### src/design/bu2x_pkg.sv
// ----------------------------------------------------------------------------
// bu2x_pkg: shared types and constants of the 2x bilinear upscaler
// Field widths, register codes, grid positions and the work item that
// passes from the front part to the back part.
// ----------------------------------------------------------------------------
package bu2x_pkg;

   // default sizes
   localparam int MAX_WIDTH_DEF   = 2048;
   localparam int QUEUE_DEPTH_DEF = 4;
   localparam int MAX_HEIGHT      = 4096;

   // field widths
   localparam int PIX_W       = 8;
   localparam int WIDTH_REG_W = 12;
   localparam int HEIGHT_REG_W = 13;
   localparam int ROW_W       = 12;
   localparam int OUT_ROW_W   = 13;
   localparam int OUT_COL_W   = 12;
   localparam int CSR_DATA_W  = 13;
   localparam int CSR_IDX_W   = 1;

   // register indexes
   localparam logic [CSR_IDX_W-1:0] CSR_WIDTH  = 1'b0;
   localparam logic [CSR_IDX_W-1:0] CSR_HEIGHT = 1'b1;

   // reset values of the registers
   localparam logic [WIDTH_REG_W-1:0]  WIDTH_RESET  = 12'd512;
   localparam logic [HEIGHT_REG_W-1:0] HEIGHT_RESET = 13'd512;

   // position inside the 3x3 output patch of one item
   localparam logic [1:0] GRID_LO  = 2'd0;  // row 2i-1 or column 2j-1
   localparam logic [1:0] GRID_MID = 2'd1;  // row 2i or column 2j
   localparam logic [1:0] GRID_HI  = 2'd2;  // row 2i+1 or column 2j+1

   // one classified item waiting for output
   typedef struct packed {
      logic [PIX_W-1:0]     pixel;
      logic [PIX_W-1:0]     h_avg;
      logic [PIX_W-1:0]     v_avg;
      logic [PIX_W-1:0]     d_avg;
      logic [OUT_ROW_W-1:0] orow;
      logic [OUT_COL_W-1:0] ocol;
      logic                 has_above;
      logic                 has_left;
      logic                 last_col;
      logic                 last_row;
   } job_type;

endpackage

### src/design/bu2x_queue.sv
// ----------------------------------------------------------------------------
// bu2x_queue: short queue between front and back
// Register-based FIFO of classified items.
// ----------------------------------------------------------------------------
module bu2x_queue #(
   parameter int DEPTH = bu2x_pkg::QUEUE_DEPTH_DEF
) (
   input  logic                        clock,
   input  logic                        reset,
   input  logic                        push,
   input  bu2x_pkg::job_type           push_job,
   input  logic                        pop,
   output logic                        head_valid,
   output bu2x_pkg::job_type           head_job,
   output logic [$clog2(DEPTH+1)-1:0]  count
);

   localparam int PTR_W = (DEPTH > 1) ? $clog2(DEPTH) : 1;
   localparam int CNT_W = $clog2(DEPTH+1);

   bu2x_pkg::job_type   entry_ff [DEPTH];
   logic [PTR_W-1:0]    wr_ptr_ff;
   logic [PTR_W-1:0]    rd_ptr_ff;
   logic [CNT_W-1:0]    count_ff;

   // pointers and fill level
   always_ff @(posedge clock) begin
      if (reset) begin
         wr_ptr_ff <= '0;
         rd_ptr_ff <= '0;
         count_ff  <= '0;
      end else begin
         if (push) begin
            wr_ptr_ff <= (wr_ptr_ff == PTR_W'(DEPTH - 1)) ? '0 : wr_ptr_ff + PTR_W'(1);
         end
         if (pop) begin
            rd_ptr_ff <= (rd_ptr_ff == PTR_W'(DEPTH - 1)) ? '0 : rd_ptr_ff + PTR_W'(1);
         end
         if (push && !pop) begin
            count_ff <= count_ff + CNT_W'(1);
         end else if (pop && !push) begin
            count_ff <= count_ff - CNT_W'(1);
         end
      end
   end

   // entry storage
   always_ff @(posedge clock) begin
      if (push) begin
         entry_ff[wr_ptr_ff] <= push_job;
      end
   end

   assign head_valid = (count_ff != '0);
   assign head_job   = entry_ff[rd_ptr_ff];
   assign count      = count_ff;

   a_no_overflow: assert property (@(posedge clock) disable iff (reset)
      push |-> (pop || (count_ff < CNT_W'(DEPTH))))
      else $error("queue written while full");

   a_no_underflow: assert property (@(posedge clock) disable iff (reset)
      pop |-> (count_ff != '0))
      else $error("queue read while empty");

endmodule

### config.mk
export PLATFORM = sky130hd
export DESIGN_NAME = bu2x_queue
export DESIGN_NICKNAME = d
export VERILOG_FILES = /design/src/design/bu2x_pkg.sv /design/src/design/bu2x_queue.sv
export SDC_FILE = /design/constraint.sdc
export NUM_CORES = 1
export LEC_CHECK = 0
export BUFFER_PORTS_ARGS = -buffer_cell sky130_fd_sc_hd__buf_2
export CORE_MARGIN = 2
export CORE_UTILIZATION = 42
export CTS_CLUSTER_SIZE = 25
export DETAILED_ROUTE_END_ITERATION = 10
export GPL_TIMING_DRIVEN = 0
export PLACE_DENSITY = 0.73
export SYNTH_ARGS = -nofsm -noshare
export SYNTH_HDL_FRONTEND = slang
export SYNTH_SLANG_ARGS = --single-unit
### constraint.sdc
create_clock -name clock -period 3.23 [get_ports clock]
set_input_delay 0.1615 -clock clock [delete_from_list [all_inputs] [get_ports clock]]
set_output_delay 0.1615 -clock clock [all_outputs]
set_load 0.01 [all_outputs]
Word-level counts from Yosys, hierarchy flattened. Memories as Yosys holds them, arrays and structs flattened. A register that Yosys moved wholly into a read port is not among the register bits. Index checks and enable logic that the tools add are counted. W data, S select, Z words.

Register bits: 7. Logic and storage cells: 24. Output and inout bits: 65. Memory bits (writable): 244. Input bits: 65. Memories kept: 1.

Memories: entry_ff (words 4, bits a word 61, read ports 1, clocked after memory_dff 1, write ports 1, line bu2x_queue.sv:21) `bu2x_pkg::job_type entry_ff [DEPTH];`.

$add $sub $neg: 4. Muxes and demuxes: 8. Equality and inequality tests: 2. Reduce and logical (&&, ||, !) cells: 6.

Operators by type and width (count): $mux W2 (4); $mux W3 (2); $add A2 B1 Y2 const B (2); $eq A2 B2 Y1 const B (2); $add A3 B1 Y3 const B (1); $reduce_bool A3 Y1 (1); $sub A3 B1 Y3 const B (1); $logic_and A1 B1 Y1 (2); $logic_not A1 Y1 (2); $mux W1 (2); $reduce_bool A2 Y1 (1).

Depth between registers and ports, before layout.
Depth in word-level cells: 4. Mapped depth: 7. Mapped depth without buffers: 7.

Least setup slack after synthesis. Ideal clock, no wire load.

Kind: reg2reg. Start: register wr_ptr_ff[0]. End: memory entry_ff[3][0] in the netlist's numbering, enable pin. Data arrival time: 1.987 ns. Setup time: 0.425 ns. Cell stages (with the launch flop): 3. Slack: 0.818 ns. Path buffers: 0. Path through: dfxtp_1 -> ha_1 -> and2_1.

RTL lines: from (decl) (line bu2x_queue.sv:22) `logic [PTR_W-1:0] wr_ptr_ff;`; from (signal assigned) (line bu2x_queue.sv:34) `wr_ptr_ff <= (wr_ptr_ff == PTR_W'(DEPTH - 1)) ? '0 : wr_ptr_ff + PTR_W'(1);`; to (decl) (line bu2x_queue.sv:21).

Straight into the memory's write port.

==> key figures <==
Critical path
  • Most frequent CP cell: sky130_fd_sc_hd__buf_2
  • Master of the slowest instance on the critical path: sky130_fd_sc_hd__buf_1
  • Worst reg2reg endpoint: entry_ff[3][49]
  • Data arrival time at the worst-slack endpoint: 2.22 ns
  • Crit-path max FO: 10
  • Setup crit end: head_job[59]
  • Start of the worst register-to-register path: wr_ptr_ff[0]
  • Logic depth of the worst register-to-register path: 3
  • CP Class: register to output port
  • Longest individual stage delay on the worst path: 0.47 ns
  • Type of destination of the critical path: output port
  • Cell chain of the critical path: buf_1 > buf_2 > mux4_2 > buf_2
  • Reg2reg setup slack: 1.54 ns
  • Data required time of the worst path: 3.07 ns
  • CP startpoint kind: register

GRT
  • Remaining Overflow, GRT: 0
  • First-pass GRT wire length: 26.8 mm
  • Initial antenna violation count: 0
  • Number of global-route vias before repair: 4,985
  • Total global routing track utilization: 0.147
  • Largest net degree at the start of global routing: 36

Logic synthesis
  • Top cell type's share of synthesized area: 0.788
  • Biggest area consumer among synthesized cells: sky130_fd_sc_hd__edfxtp_1
  • Number of enable flip-flop cells after synthesis: 244
  • Synthesized netlist net count: 434
  • Synth cell count leaders: 244 x sky130_fd_sc_hd__edfxtp_1, 60 x sky130_fd_sc_hd__mux4_2, 9 x sky130_fd_sc_hd__dfxtp_1, 7 x sky130_fd_sc_hd__nor2_1
  • Combined area of all synthesized cells: 9300 sq um
  • Flops & latches, synth: 253
  • Yosys synthesis warning count: 0
  • Synthesized area per cell: 25.7 sq um
  • Number of instances in the synthesized netlist: 362
  • Library cells used by synthesis: 19
  • Post-synth top flop: sky130_fd_sc_hd__edfxtp_1
  • Dominant cell by count in the synthesized netlist: sky130_fd_sc_hd__edfxtp_1
  • Part of the Yosys area used for sequential elements: 0.807
  • Largest cells by area after synthesis: sky130_fd_sc_hd__edfxtp_1 79%, sky130_fd_sc_hd__mux4_2 15%, sky130_fd_sc_hd__dfxtp_1 1.9%
  • Fraction of registers with async set/reset: 0

Worst hold path
  • Hold Path Depth: 3
  • Path type of the worst min-delay path: input port to register
  • Hold Path Origin: push

Finish
  • Post-layout utilization of the core: 0.543
  • Area taken by flip-flops and latches: 7510 sq um
  • Area of all placed cells without fillers: 11,800 sq um
  • Nets: 658
  • Layout overhead on the synthesized area: 27.0%
  • Filler cells: 1,667
  • Share of layout cells above drive strength 1: 0.406
  • Area of combinational cells with multiple inputs: 1630 sq um
  • Number of antenna cells inserted: 0

CTS
  • CTS tree: built
  • Maximum buffer depth of the clock tree: 3
  • Clock insertion delay at the later pin of the skew report: 0.52 ns
  • Clock tree root driver cell: sky130_fd_sc_hd__clkbuf_16
  • TritonCTS sink count: 253
  • Number of buffers created by CTS: 26
  • Resized cells post-CTS: 0
  • Clock slew at reported path FFs: 0.06 ns
  • Htree depth: 1

Pwr
  • Leakage component of the power: 0.00409 uW
  • Worst-case vdd ir drop: 0.000452 V
  • Power per unit of standard cell area: 614 nW/um^2

Die
  • Horizontal extent of the die: 153 microns
  • Ports placed on the boundary: 130
  • Die area: 23,400 sq um
  • Die Y: 153 microns
  • Standard-cell rows: 54
  • Floorplan core area: 21,800 sq um
  • Initial core utilization: 0.428

Placed design
  • Pre-CTS setup slack: 1.33 ns
  • Dpl cell area: 10,400 sq um
  • Global placement routability congestion: 0.704
  • Placed wire-length estimate: 10.5 mm
  • Number of I/O port buffers: 129

Routing
  • Met3 routed wirelength: 959 microns
  • Detailed Route Iter0 Violations: 193
  • Total wire length after detailed routing: 16.9 mm
  • Vias per Instance: 5.03
  • Total number of vias: 4,461
  • Pre-antenna DRT Iters: 4
  • Met2 routed wirelength: 8.92 mm
  • DRC violation count after routing: 0
  • Routed wire per std cell: 19.1 microns
  • Antenna-violating nets left: 0
  • Highest routing layer actually used: met4
  • Metal1 wirelength: 6.71 mm

STA
  • Unrepaired setup endpoints after global routing: false
  • Final setup violation count: 0
  • Post-Route Hold Slack: 0.0286 ns
  • Worst setup skew after layout: 0.00979 ns
  • Slew at the pin with the worst max-slew slack: 0.603 ns
  • Final count of pins violating max slew: 0
  • Post-route fraction of the period consumed by the critical path: 0.738
  • Crit path setup slack, layout: 0.847 ns
  • Post-layout min period: 2.38 ns
  • Number of hold violations in the final report: 0
  • Highest attainable clock frequency: 420 MHz
  • Worst slew margin: 0.598
  • Setup TNS: 0 ns

Run
  • Max_cap viols: 0

Status
  • Status: completed
[what timing repair did]
| item | CTS | global route |
|---|---|---|
| hold buffers | 63 | 0 |
| setup buffers | 0 | 0 |
| hold endpoints to repair | 253 | 0 |
[layer usage]
metal,vias up,global-route usage
met5,-,0
met4,0,0.0397
met3,33,0.0315
met2,132,0.262
met1,2298,0.183
li1,1998,-
[where the power goes]
group / switching (uW) / leakage [uW] / internal (uW) / total [uW]
combinational: 352 / 0.00138 / 356 / 708
sequential: 39.0 / 0.00232 / 3760 / 3800
clock: 1160 / 0.000393 / 1590 / 2750
[layout by cell type, fill, tap and decap left out, types with 2 or more instances in the layout]
cell / n
sky130_fd_sc_hd__dfxtp_1: 9
sky130_fd_sc_hd__clkbuf_16: 26
sky130_fd_sc_hd__xor2_1: 2
sky130_fd_sc_hd__mux4_2: 60
sky130_fd_sc_hd__buf_2: 135
sky130_fd_sc_hd__inv_1: 4
sky130_fd_sc_hd__a21oi_1: 2
sky130_fd_sc_hd__nor2_1: 7
sky130_fd_sc_hd__edfxtp_1: 244
sky130_fd_sc_hd__clkbuf_1: 7
sky130_fd_sc_hd__buf_12: 10
sky130_fd_sc_hd__ha_1: 6
sky130_fd_sc_hd__mux2i_1: 4
sky130_fd_sc_hd__clkinv_1: 5
sky130_fd_sc_hd__and2_4: 4
sky130_fd_sc_hd__clkinv_2: 6
sky130_fd_sc_hd__or3_1: 2
sky130_fd_sc_hd__dlygate4sd3_1: 63
[critical path: cells and delay by family, from the launching register on]
kind / cells / cell delay (ns)
muxes: 1 / 0.37
DFF: 1 / 0.30
buffers and inverters: 3 / 1.03
[per-stage QoR]
step	power [uW]	std cells
global route	7540	886
CTS	7350	886
global placement	4500	771
finish	7250	886
floorplan	4240	362
detailed placement	4530	775
[registers in the layout, summed over array words and instances (netlist names), named ones only]
name,flops
wr_ptr_ff,2
rd_ptr_ff,2
entry_ff,244
count,3
[cell type report]
| type | count | share of cell area |
|---|---|---|
| flip-flops and latches | 253 | 0.635 |
| repair buffers | 196 | 0.115 |
| well taps | 280 | 0.0297 |
| clock buffers | 34 | 0.0585 |
| inverters | 4 | 0.00127 |
| plain buffers | 14 | 0.0140 |
| multi-input cells | 91 | 0.138 |
| clock inverters | 14 | 0.00879 |
[worst min-delay path by stage]
stage / to / slack (ns)
3_5_place_dp: entry_ff[3][7] / 0.38
6_report: wr_ptr_ff[1] / 0.03
3_3_place_gp: entry_ff[0][1] / 0.37
4_1_cts: wr_ptr_ff[1] / 0.01
2_1_floorplan: count[2] / 0.23
5_1_grt: wr_ptr_ff[1] / 0.04
[kinds of logic after synthesis]
logic type / count (synthesis) / share of synthesized area
flops: 253 / 0.807
simple gates: 14 / 0.00767
xor+xnor: 2 / 0.00188
mux: 65 / 0.152
buf+inv: 18 / 0.0194
compound gates: 3 / 0.00161
fa+ha+maj: 7 / 0.0102
Note: power is estimated with default switching activity, not from simulation.
