[src/design/bu2x_pkg.sv]
// ----------------------------------------------------------------------------
// bu2x_pkg: shared types and constants of the 2x bilinear upscaler
// Field widths, register codes, grid positions and the work item that
// passes from the front part to the back part.
// ----------------------------------------------------------------------------
package bu2x_pkg;

   // default sizes
   localparam int MAX_WIDTH_DEF   = 2048;
   localparam int QUEUE_DEPTH_DEF = 4;
   localparam int MAX_HEIGHT      = 4096;

   // field widths
   localparam int PIX_W       = 8;
   localparam int WIDTH_REG_W = 12;
   localparam int HEIGHT_REG_W = 13;
   localparam int ROW_W       = 12;
   localparam int OUT_ROW_W   = 13;
   localparam int OUT_COL_W   = 12;
   localparam int CSR_DATA_W  = 13;
   localparam int CSR_IDX_W   = 1;

   // register indexes
   localparam logic [CSR_IDX_W-1:0] CSR_WIDTH  = 1'b0;
   localparam logic [CSR_IDX_W-1:0] CSR_HEIGHT = 1'b1;

   // reset values of the registers
   localparam logic [WIDTH_REG_W-1:0]  WIDTH_RESET  = 12'd512;
   localparam logic [HEIGHT_REG_W-1:0] HEIGHT_RESET = 13'd512;

   // position inside the 3x3 output patch of one item
   localparam logic [1:0] GRID_LO  = 2'd0;  // row 2i-1 or column 2j-1
   localparam logic [1:0] GRID_MID = 2'd1;  // row 2i or column 2j
   localparam logic [1:0] GRID_HI  = 2'd2;  // row 2i+1 or column 2j+1

   // one classified item waiting for output
   typedef struct packed {
      logic [PIX_W-1:0]     pixel;
      logic [PIX_W-1:0]     h_avg;
      logic [PIX_W-1:0]     v_avg;
      logic [PIX_W-1:0]     d_avg;
      logic [OUT_ROW_W-1:0] orow;
      logic [OUT_COL_W-1:0] ocol;
      logic                 has_above;
      logic                 has_left;
      logic                 last_col;
      logic                 last_row;
   } job_type;

endpackage

[src/design/bu2x_back.sv]
// ----------------------------------------------------------------------------
// bu2x_back: result sequencer
// Walks the output patch of the head item one result per cycle unless
// rsp_ready stalls it, in output raster order, into a registered result port.
// ----------------------------------------------------------------------------
module bu2x_back (
   input  logic                             clock,
   input  logic                             reset,
   input  logic                             head_valid,
   input  bu2x_pkg::job_type                head_job,
   output logic                             pop,
   output logic                             rsp_valid,
   input  logic                             rsp_ready,
   output logic [bu2x_pkg::PIX_W-1:0]       rsp_out_pixel,
   output logic [bu2x_pkg::OUT_ROW_W-1:0]   rsp_out_row,
   output logic [bu2x_pkg::OUT_COL_W-1:0]   rsp_out_col,
   output logic                             rsp_last
);

   logic [1:0]                      off_r_ff;
   logic [1:0]                      off_c_ff;
   logic                            rsp_valid_ff;
   logic [bu2x_pkg::PIX_W-1:0]      rsp_pixel_ff;
   logic [bu2x_pkg::OUT_ROW_W-1:0]  rsp_row_ff;
   logic [bu2x_pkg::OUT_COL_W-1:0]  rsp_col_ff;
   logic                            rsp_last_ff;

   logic [1:0]                      first_r;
   logic [1:0]                      first_c;
   logic [1:0]                      last_r;
   logic [1:0]                      last_c;
   logic [1:0]                      cur_r;
   logic [1:0]                      cur_c;
   logic                            is_last;
   logic                            load;
   logic [bu2x_pkg::PIX_W-1:0]      val_in;
   logic [bu2x_pkg::OUT_ROW_W-1:0]  row_in;
   logic [bu2x_pkg::OUT_COL_W-1:0]  col_in;

   // patch bounds of the head item
   assign first_r = head_job.has_above ? bu2x_pkg::GRID_LO : bu2x_pkg::GRID_MID;
   assign first_c = head_job.has_left  ? bu2x_pkg::GRID_LO : bu2x_pkg::GRID_MID;
   assign last_r  = head_job.last_row  ? bu2x_pkg::GRID_HI : bu2x_pkg::GRID_MID;
   assign last_c  = head_job.last_col  ? bu2x_pkg::GRID_HI : bu2x_pkg::GRID_MID;
   assign cur_r   = first_r + off_r_ff;
   assign cur_c   = first_c + off_c_ff;
   assign is_last = (cur_r == last_r) && (cur_c == last_c);

   // coordinates of the current result
   always_comb begin
      case (cur_r)
         bu2x_pkg::GRID_LO:  row_in = head_job.orow - bu2x_pkg::OUT_ROW_W'(1);
         bu2x_pkg::GRID_MID: row_in = head_job.orow;
         default:            row_in = head_job.orow | bu2x_pkg::OUT_ROW_W'(1);
      endcase
      case (cur_c)
         bu2x_pkg::GRID_LO:  col_in = head_job.ocol - bu2x_pkg::OUT_COL_W'(1);
         bu2x_pkg::GRID_MID: col_in = head_job.ocol;
         default:            col_in = head_job.ocol | bu2x_pkg::OUT_COL_W'(1);
      endcase
   end

   // value of the current result
   always_comb begin
      if (cur_c == bu2x_pkg::GRID_LO) begin
         val_in = (cur_r == bu2x_pkg::GRID_LO) ? head_job.d_avg : head_job.h_avg;
      end else begin
         val_in = (cur_r == bu2x_pkg::GRID_LO) ? head_job.v_avg : head_job.pixel;
      end
   end

   assign load = head_valid && (!rsp_valid_ff || rsp_ready);
   assign pop  = load && is_last;

   // patch walk
   always_ff @(posedge clock) begin
      if (reset) begin
         off_r_ff <= '0;
         off_c_ff <= '0;
      end else if (load) begin
         if (is_last) begin
            off_r_ff <= '0;
            off_c_ff <= '0;
         end else if (cur_c == last_c) begin
            off_r_ff <= off_r_ff + 2'd1;
            off_c_ff <= '0;
         end else begin
            off_c_ff <= off_c_ff + 2'd1;
         end
      end
   end

   // output register control
   always_ff @(posedge clock) begin
      if (reset) begin
         rsp_valid_ff <= 1'b0;
      end else if (load) begin
         rsp_valid_ff <= 1'b1;
      end else if (rsp_ready) begin
         rsp_valid_ff <= 1'b0;
      end
   end

   // output register payload
   always_ff @(posedge clock) begin
      if (load) begin
         rsp_pixel_ff <= val_in;
         rsp_row_ff   <= row_in;
         rsp_col_ff   <= col_in;
         rsp_last_ff  <= is_last;
      end
   end

   assign rsp_valid     = rsp_valid_ff;
   assign rsp_out_pixel = rsp_pixel_ff;
   assign rsp_out_row   = rsp_row_ff;
   assign rsp_out_col   = rsp_col_ff;
   assign rsp_last      = rsp_last_ff;

   a_walk_in_patch: assert property (@(posedge clock) disable iff (reset)
      (off_r_ff <= bu2x_pkg::GRID_HI) && (off_c_ff <= bu2x_pkg::GRID_HI))
      else $error("patch walk out of range");

   a_walk_idle_clear: assert property (@(posedge clock) disable iff (reset)
      !head_valid |-> ((off_r_ff == '0) && (off_c_ff == '0)))
      else $error("patch walk left open without an item");

endmodule
[config.mk]
export PLATFORM = sky130hd
export DESIGN_NAME = bu2x_back
export DESIGN_NICKNAME = d
export VERILOG_FILES = /design/src/design/bu2x_pkg.sv /design/src/design/bu2x_back.sv
export SDC_FILE = /design/constraint.sdc
export NUM_CORES = 1
export LEC_CHECK = 0
export BUFFER_PORTS_ARGS = -buffer_cell sky130_fd_sc_hd__buf_2
export CAP_MARGIN = 30
export CELL_PAD_IN_SITES_DETAIL_PLACEMENT = 0
export CELL_PAD_IN_SITES_GLOBAL_PLACEMENT = 1
export CORE_MARGIN = 3
export CORE_UTILIZATION = 37
export DETAILED_ROUTE_END_ITERATION = 8
export PLACE_DENSITY = 0.86
export SLEW_MARGIN = 20
export SYNTH_ARGS = -nofsm -noshare
export SYNTH_HDL_FRONTEND = slang
export SYNTH_SLANG_ARGS = --single-unit
[constraint.sdc]
create_clock -name clock -period 2.9 [get_ports clock]
set_input_delay 0.58 -clock clock [delete_from_list [all_inputs] [get_ports clock]]
set_output_delay 0.58 -clock clock [all_outputs]
set_load 0.02 [all_outputs]
======== Word-level counts from Yosys, hierarchy flattened ========
Index checks and enable logic that the tools add are counted.
storage, ports and cells
  logic and storage cells ................. 42
  output and inout bits ................... 36
  register bits after elaboration ......... 39
  bits of input ports ..................... 65
cells by class
  equal/unequal tests ..................... 4
  add/subtract/negate cells ............... 6
  multiplexer cells ....................... 15
  reduce and logical (&&, ||, !) cells .... 10
operators by type and width
  kind                     count
  $pmux W13 S2             1
  $mux W8                  3
  $pmux W12 S2             1
  $sub A13 B1 Y13 const B  1
  $mux W2                  6
  $sub A12 B1 Y12 const B  1
  $add A1 B2 Y2            2
  $add A2 B1 Y2 const B    2
  $eq A2 B1 Y1 const B     2
  $eq A2 B2 Y1             2
  $logic_not A2 Y1         2
  $mux W1                  4
  $reduce_bool A2 Y1       2
  $logic_and A1 B1 Y1      3
  $reduce_and A2 Y1        1
  $logic_not A1 Y1         1
  $logic_or A1 B1 Y1       1

======== Logic depth before layout (Yosys ltp) ========
  depth in word-level cells ............... 6
  depth in mapped cells ................... 7
  depth with buffers taken out ............ 6

======== Worst setup path before layout ========
No wires, ideal clock.
  path type ............................... in2out
  start ................................... in head_job[2] (netlist bit)
  end ..................................... out pop
  stages on the path ...................... 5
  arrival ................................. 1898 ps
  required time ........................... 2320 ps
  path slack .............................. 422 ps
  path buffers ............................ 0
  cells stage by stage .................... inv_1 > ha_1 > xor2_1 > mux2i_1 > nor3_1
between the ends
  longest elaborated chain between the ends .. 5
RTL lines
  item                 RTL line         source
  start: declaration   bu2x_back.sv:10  input bu2x_pkg::job_type head_job,
  $mux W1              bu2x_back.sv:42  assign first_c = head_job.has_left ? bu2x_pkg::GRID_LO : bu2x_pkg::GRID_MID;
  $add A1 B2 Y2        bu2x_back.sv:46  assign cur_c = first_c + off_c_ff;
  $eq A2 B2 Y1         bu2x_back.sv:47  assign is_last = (cur_r == last_r) && (cur_c == last_c);
  $logic_and A1 B1 Y1  bu2x_back.sv:47
  $logic_and A1 B1 Y1  bu2x_back.sv:73  assign pop = load && is_last;
  end: declaration     bu2x_back.sv:11  output logic pop,
No other way between the ends.

======== Worst setup path in the final report ========
Ends and elaborated chain as after synthesis.

==> results by group <==
Outcome
  – Outcome: finished clean

Power and ir drop
  – P_sw: 0.0003591 W
  – Gate power share: 24.2%
  – P_int: 0.0009796 W
  – Power Dens Cells: 485.5 nW/µm²
  – Switch share: 26.83%
  – Total Power: 0.001339 W
  – Lkg Pwr: 1.171 nW
  – Worst VDD drop: 0.1760 mV
  – Clk network pwr share: 24.9%
  – Sequential power share: 51.0%

Clocking
  – CTS buffer count: 5
  – Clk_lat worst skew: 0.28 ns
  – Root Buffer: clkbuf_8
  – H-tree depth: 2
  – Hold_buf cts: 0
  – Clock Sink Count: 39
  – Post-CTS setup buffers: 0
  – Clock buffer depth: 2
  – CTS clk-pin slew, worst paths: 0.07 ns
  – CTS tree: yes
  – Post-CTS sizing: 0

Yosys
  – Area leader, netlist: edfxtp_1
  – Area contributors post-synth: edfxtp_1, mux4_2, xnor2_1
  – EDFF count, synth: 34
  – Synth top area share: 49.91%
  – Mapped Cells: 159
  – Most common cell in the synthesized netlist: edfxtp_1
  – Library cells used by synthesis: 29
  – Post-synth top flop: edfxtp_1
  – Mean area per synthesized cell: 12.87 µm²
  – Synth warn: 0
  – Synth top cells by count: edfxtp_1, xnor2_1, nand2_1, nor2_1, inv_1
  – Asr flop ratio synth: 0%
  – Mapped cell area: 2046 µm²
  – Post-synthesis sequential area ratio: 54.80%
  – Yosys reg bits: 39
  – Syn_nets: 228

Critical path
  – CP startpoint kind: input pin
  – Slowest-stage cell, CP: xor2_1
  – Most used cell, CP: buf_2
  – WP data required: 2.32 ns
  – R2R depth: 5
  – CP cell instances: buf_2, inv_1, ha_1, xor2_1, mux2i_1, nor3_1, buf_2
  – Crit-path leading delay family: XOR/XNOR gates
  – Critical path buffers and inverters: 3
  – Critical Path End Type: output port
  – CP max stage delay: 0.43 ns
  – Crit Path Max Fanout: 6
  – Critical Path Stages: 7
  – Crit path kind: in -> out
  – Data arrival time of the worst path: 1.90 ns

Global routing
  – Vias in the first global route: 1565
  – Antenna violations before repair: 0
  – Grt ovf: 0
  – Tot GR Track Use: 14.55%
  – Largest net degree at the start of global routing: 21
  – First-pass GRT wire length: 7.100 mm

STA
  – Setup violators final: 0
  – WHS: 0.4887 ns
  – Peak Freq: 402.9 MHz
  – Worst rel slew slack: 43.65%
  – Worst slew pin tran: 0.8338 ns
  – Max Transition Viols Final: 0
  – Hold Violations, Final: 0
  – Fin Setup TNS: 0 ns
  – Unrepaired setup endpoints after global routing: no
  – Tcrit/Tclk final: 85.59%
  – Tmin final: 2.482 ns
  – Clock Skew: 0.009627 ns

Layout
  – Nets: 340
  – Final core occ: 52.65%
  – Share of layout cells above drive strength 1: 45.59%
  – Cell area after layout: 2758 µm²
  – Layout area overhead: 34.80%
  – ANT cells: 0

Die
  – Core area: 5238 µm²
  – Initial Utilization: 39.06%
  – Die width: 80.36 µm
  – I/O pins: 101
  – Die area: 6457 µm²
  – Die extent in y: 80.36 µm
  – # rows: 26

Route
  – DRC: 0
  – WL/cell: 13.05 µm
  – Drt pass-1 iters: 3
  – Final wirelength: 4.464 mm
  – ANT nets after route: 0
  – Vias/cell: 4.632
  – Iter 0 DRT Violations: 70
  – Vias: 1584

Placed design
  – Cell Area, Placed: 2670 µm²
  – HPWL Detailed: 3.583 mm
  – IO Port Bufs: 100
  – RePlAce Congestion: 0.7652

Worst hold path
  – Hold path depth: 2
  – Worst hold path class: reg -> reg

Run
  – Max Cap Viol: 0
## final timing paths
check	end	slack, ns	from
setup / recovery	pop	0.42	head_job[2]
hold / removal	off_c_ff[0]	0.49	off_c_ff[0]
setup reg to reg	rsp_out_col[11]	0.79	off_c_ff[0]
hold reg to reg	off_c_ff[0]	0.49	off_c_ff[0]
## final cells by class
type	count	area (µm²)
clock inverters	2	7.507
multi-input cells	108	878.3
well taps	70	87.58
repair buffers	107	553.0
fillers	488	2480
inverters	10	37.54
clock buffers	6	72.57
flip-flops and latches	39	1121
## per-stage QoR
step	cells	setup slack, ns
finish	342	0.4178
global route	342	0.3167
CTS	341	0.4149
detailed placement	333	0.3218
global placement	333	0.4004
floorplan	159	0.4218
## metal layers
layer  up-vias  part of all wire [%]  GRT usage (%)
met5         -                     0              0
met4         0                   1.2          5.912
met3         4                   8.4          4.933
met2        60                    49          24.25
met1       713                    41          17.10
li1        807                     -              -
## sequential cells by signal, indices dropped and copies added, names as in the netlist
name and cells:
off_r_ff 2, rsp_valid 1, off_c_ff 2, rsp_out_row 13, rsp_out_col 12, rsp_out_pixel 8, rsp_last 1
## power by group through the flow
stage	clock (W)	combinational (W)	sequential (W)
6_report	0.000333	0.000324	0.000682
5_1_grt	0.000378	0.000356	0.000687
4_1_cts	0.000350	0.000326	0.000683
3_5_place_dp	0	0.000325	0.000695
3_3_place_gp	0	0.000317	0.000694
2_1_floorplan	0	0.000139	0.000753
## cells in the final DEF, fill, tap and decap left out
cell	netlist	final
a211o_1	1	1
a21oi_1	6	6
a32o_1	1	1
buf_2	1	100
buf_4	0	7
clkbuf_1	1	1
clkbuf_8	0	5
clkinv_1	0	2
dfxtp_1	5	5
edfxtp_1	34	34
ha_1	4	4
inv_1	10	10
mux2i_1	2	2
mux4_2	8	8
nand2_1	12	12
nand2b_1	6	6
nand3_1	2	2
nand3b_1	4	4
nor2_1	11	11
nor2b_1	6	6
nor3_1	6	6
nor3b_1	1	1
nor4_1	3	3
nor4b_1	2	2
nor4b_4	1	1
nor4bb_1	1	1
o21ai_0	2	2
or3b_2	1	1
or4_4	2	2
or4b_1	1	1
xnor2_1	16	16
xor2_1	9	9
## worst reg2reg max path: stages, from the launching register on
cell	delay, ns
dfxtp_1	0.33
ha_1	0.19
xor2_1	0.21
nor4bb_1	0.77
nand3b_1	0.18
xnor2_1	0.17
## cell families (layout without fill, tap and decap cells)
group,after synthesis,after routing,share of synthesized area [%]
and+or+nand+nor,59,59,17.13
DFF,39,39,54.80
xor gates and xnor gates,25,25,10.70
buffers and inverters,12,125,2.263
AOI/OAI and AO/OA,10,10,2.875
muxes,10,10,9.786
adders and majority gates,4,4,2.447
No activity file was read; power rests on OpenSTA's default activity.
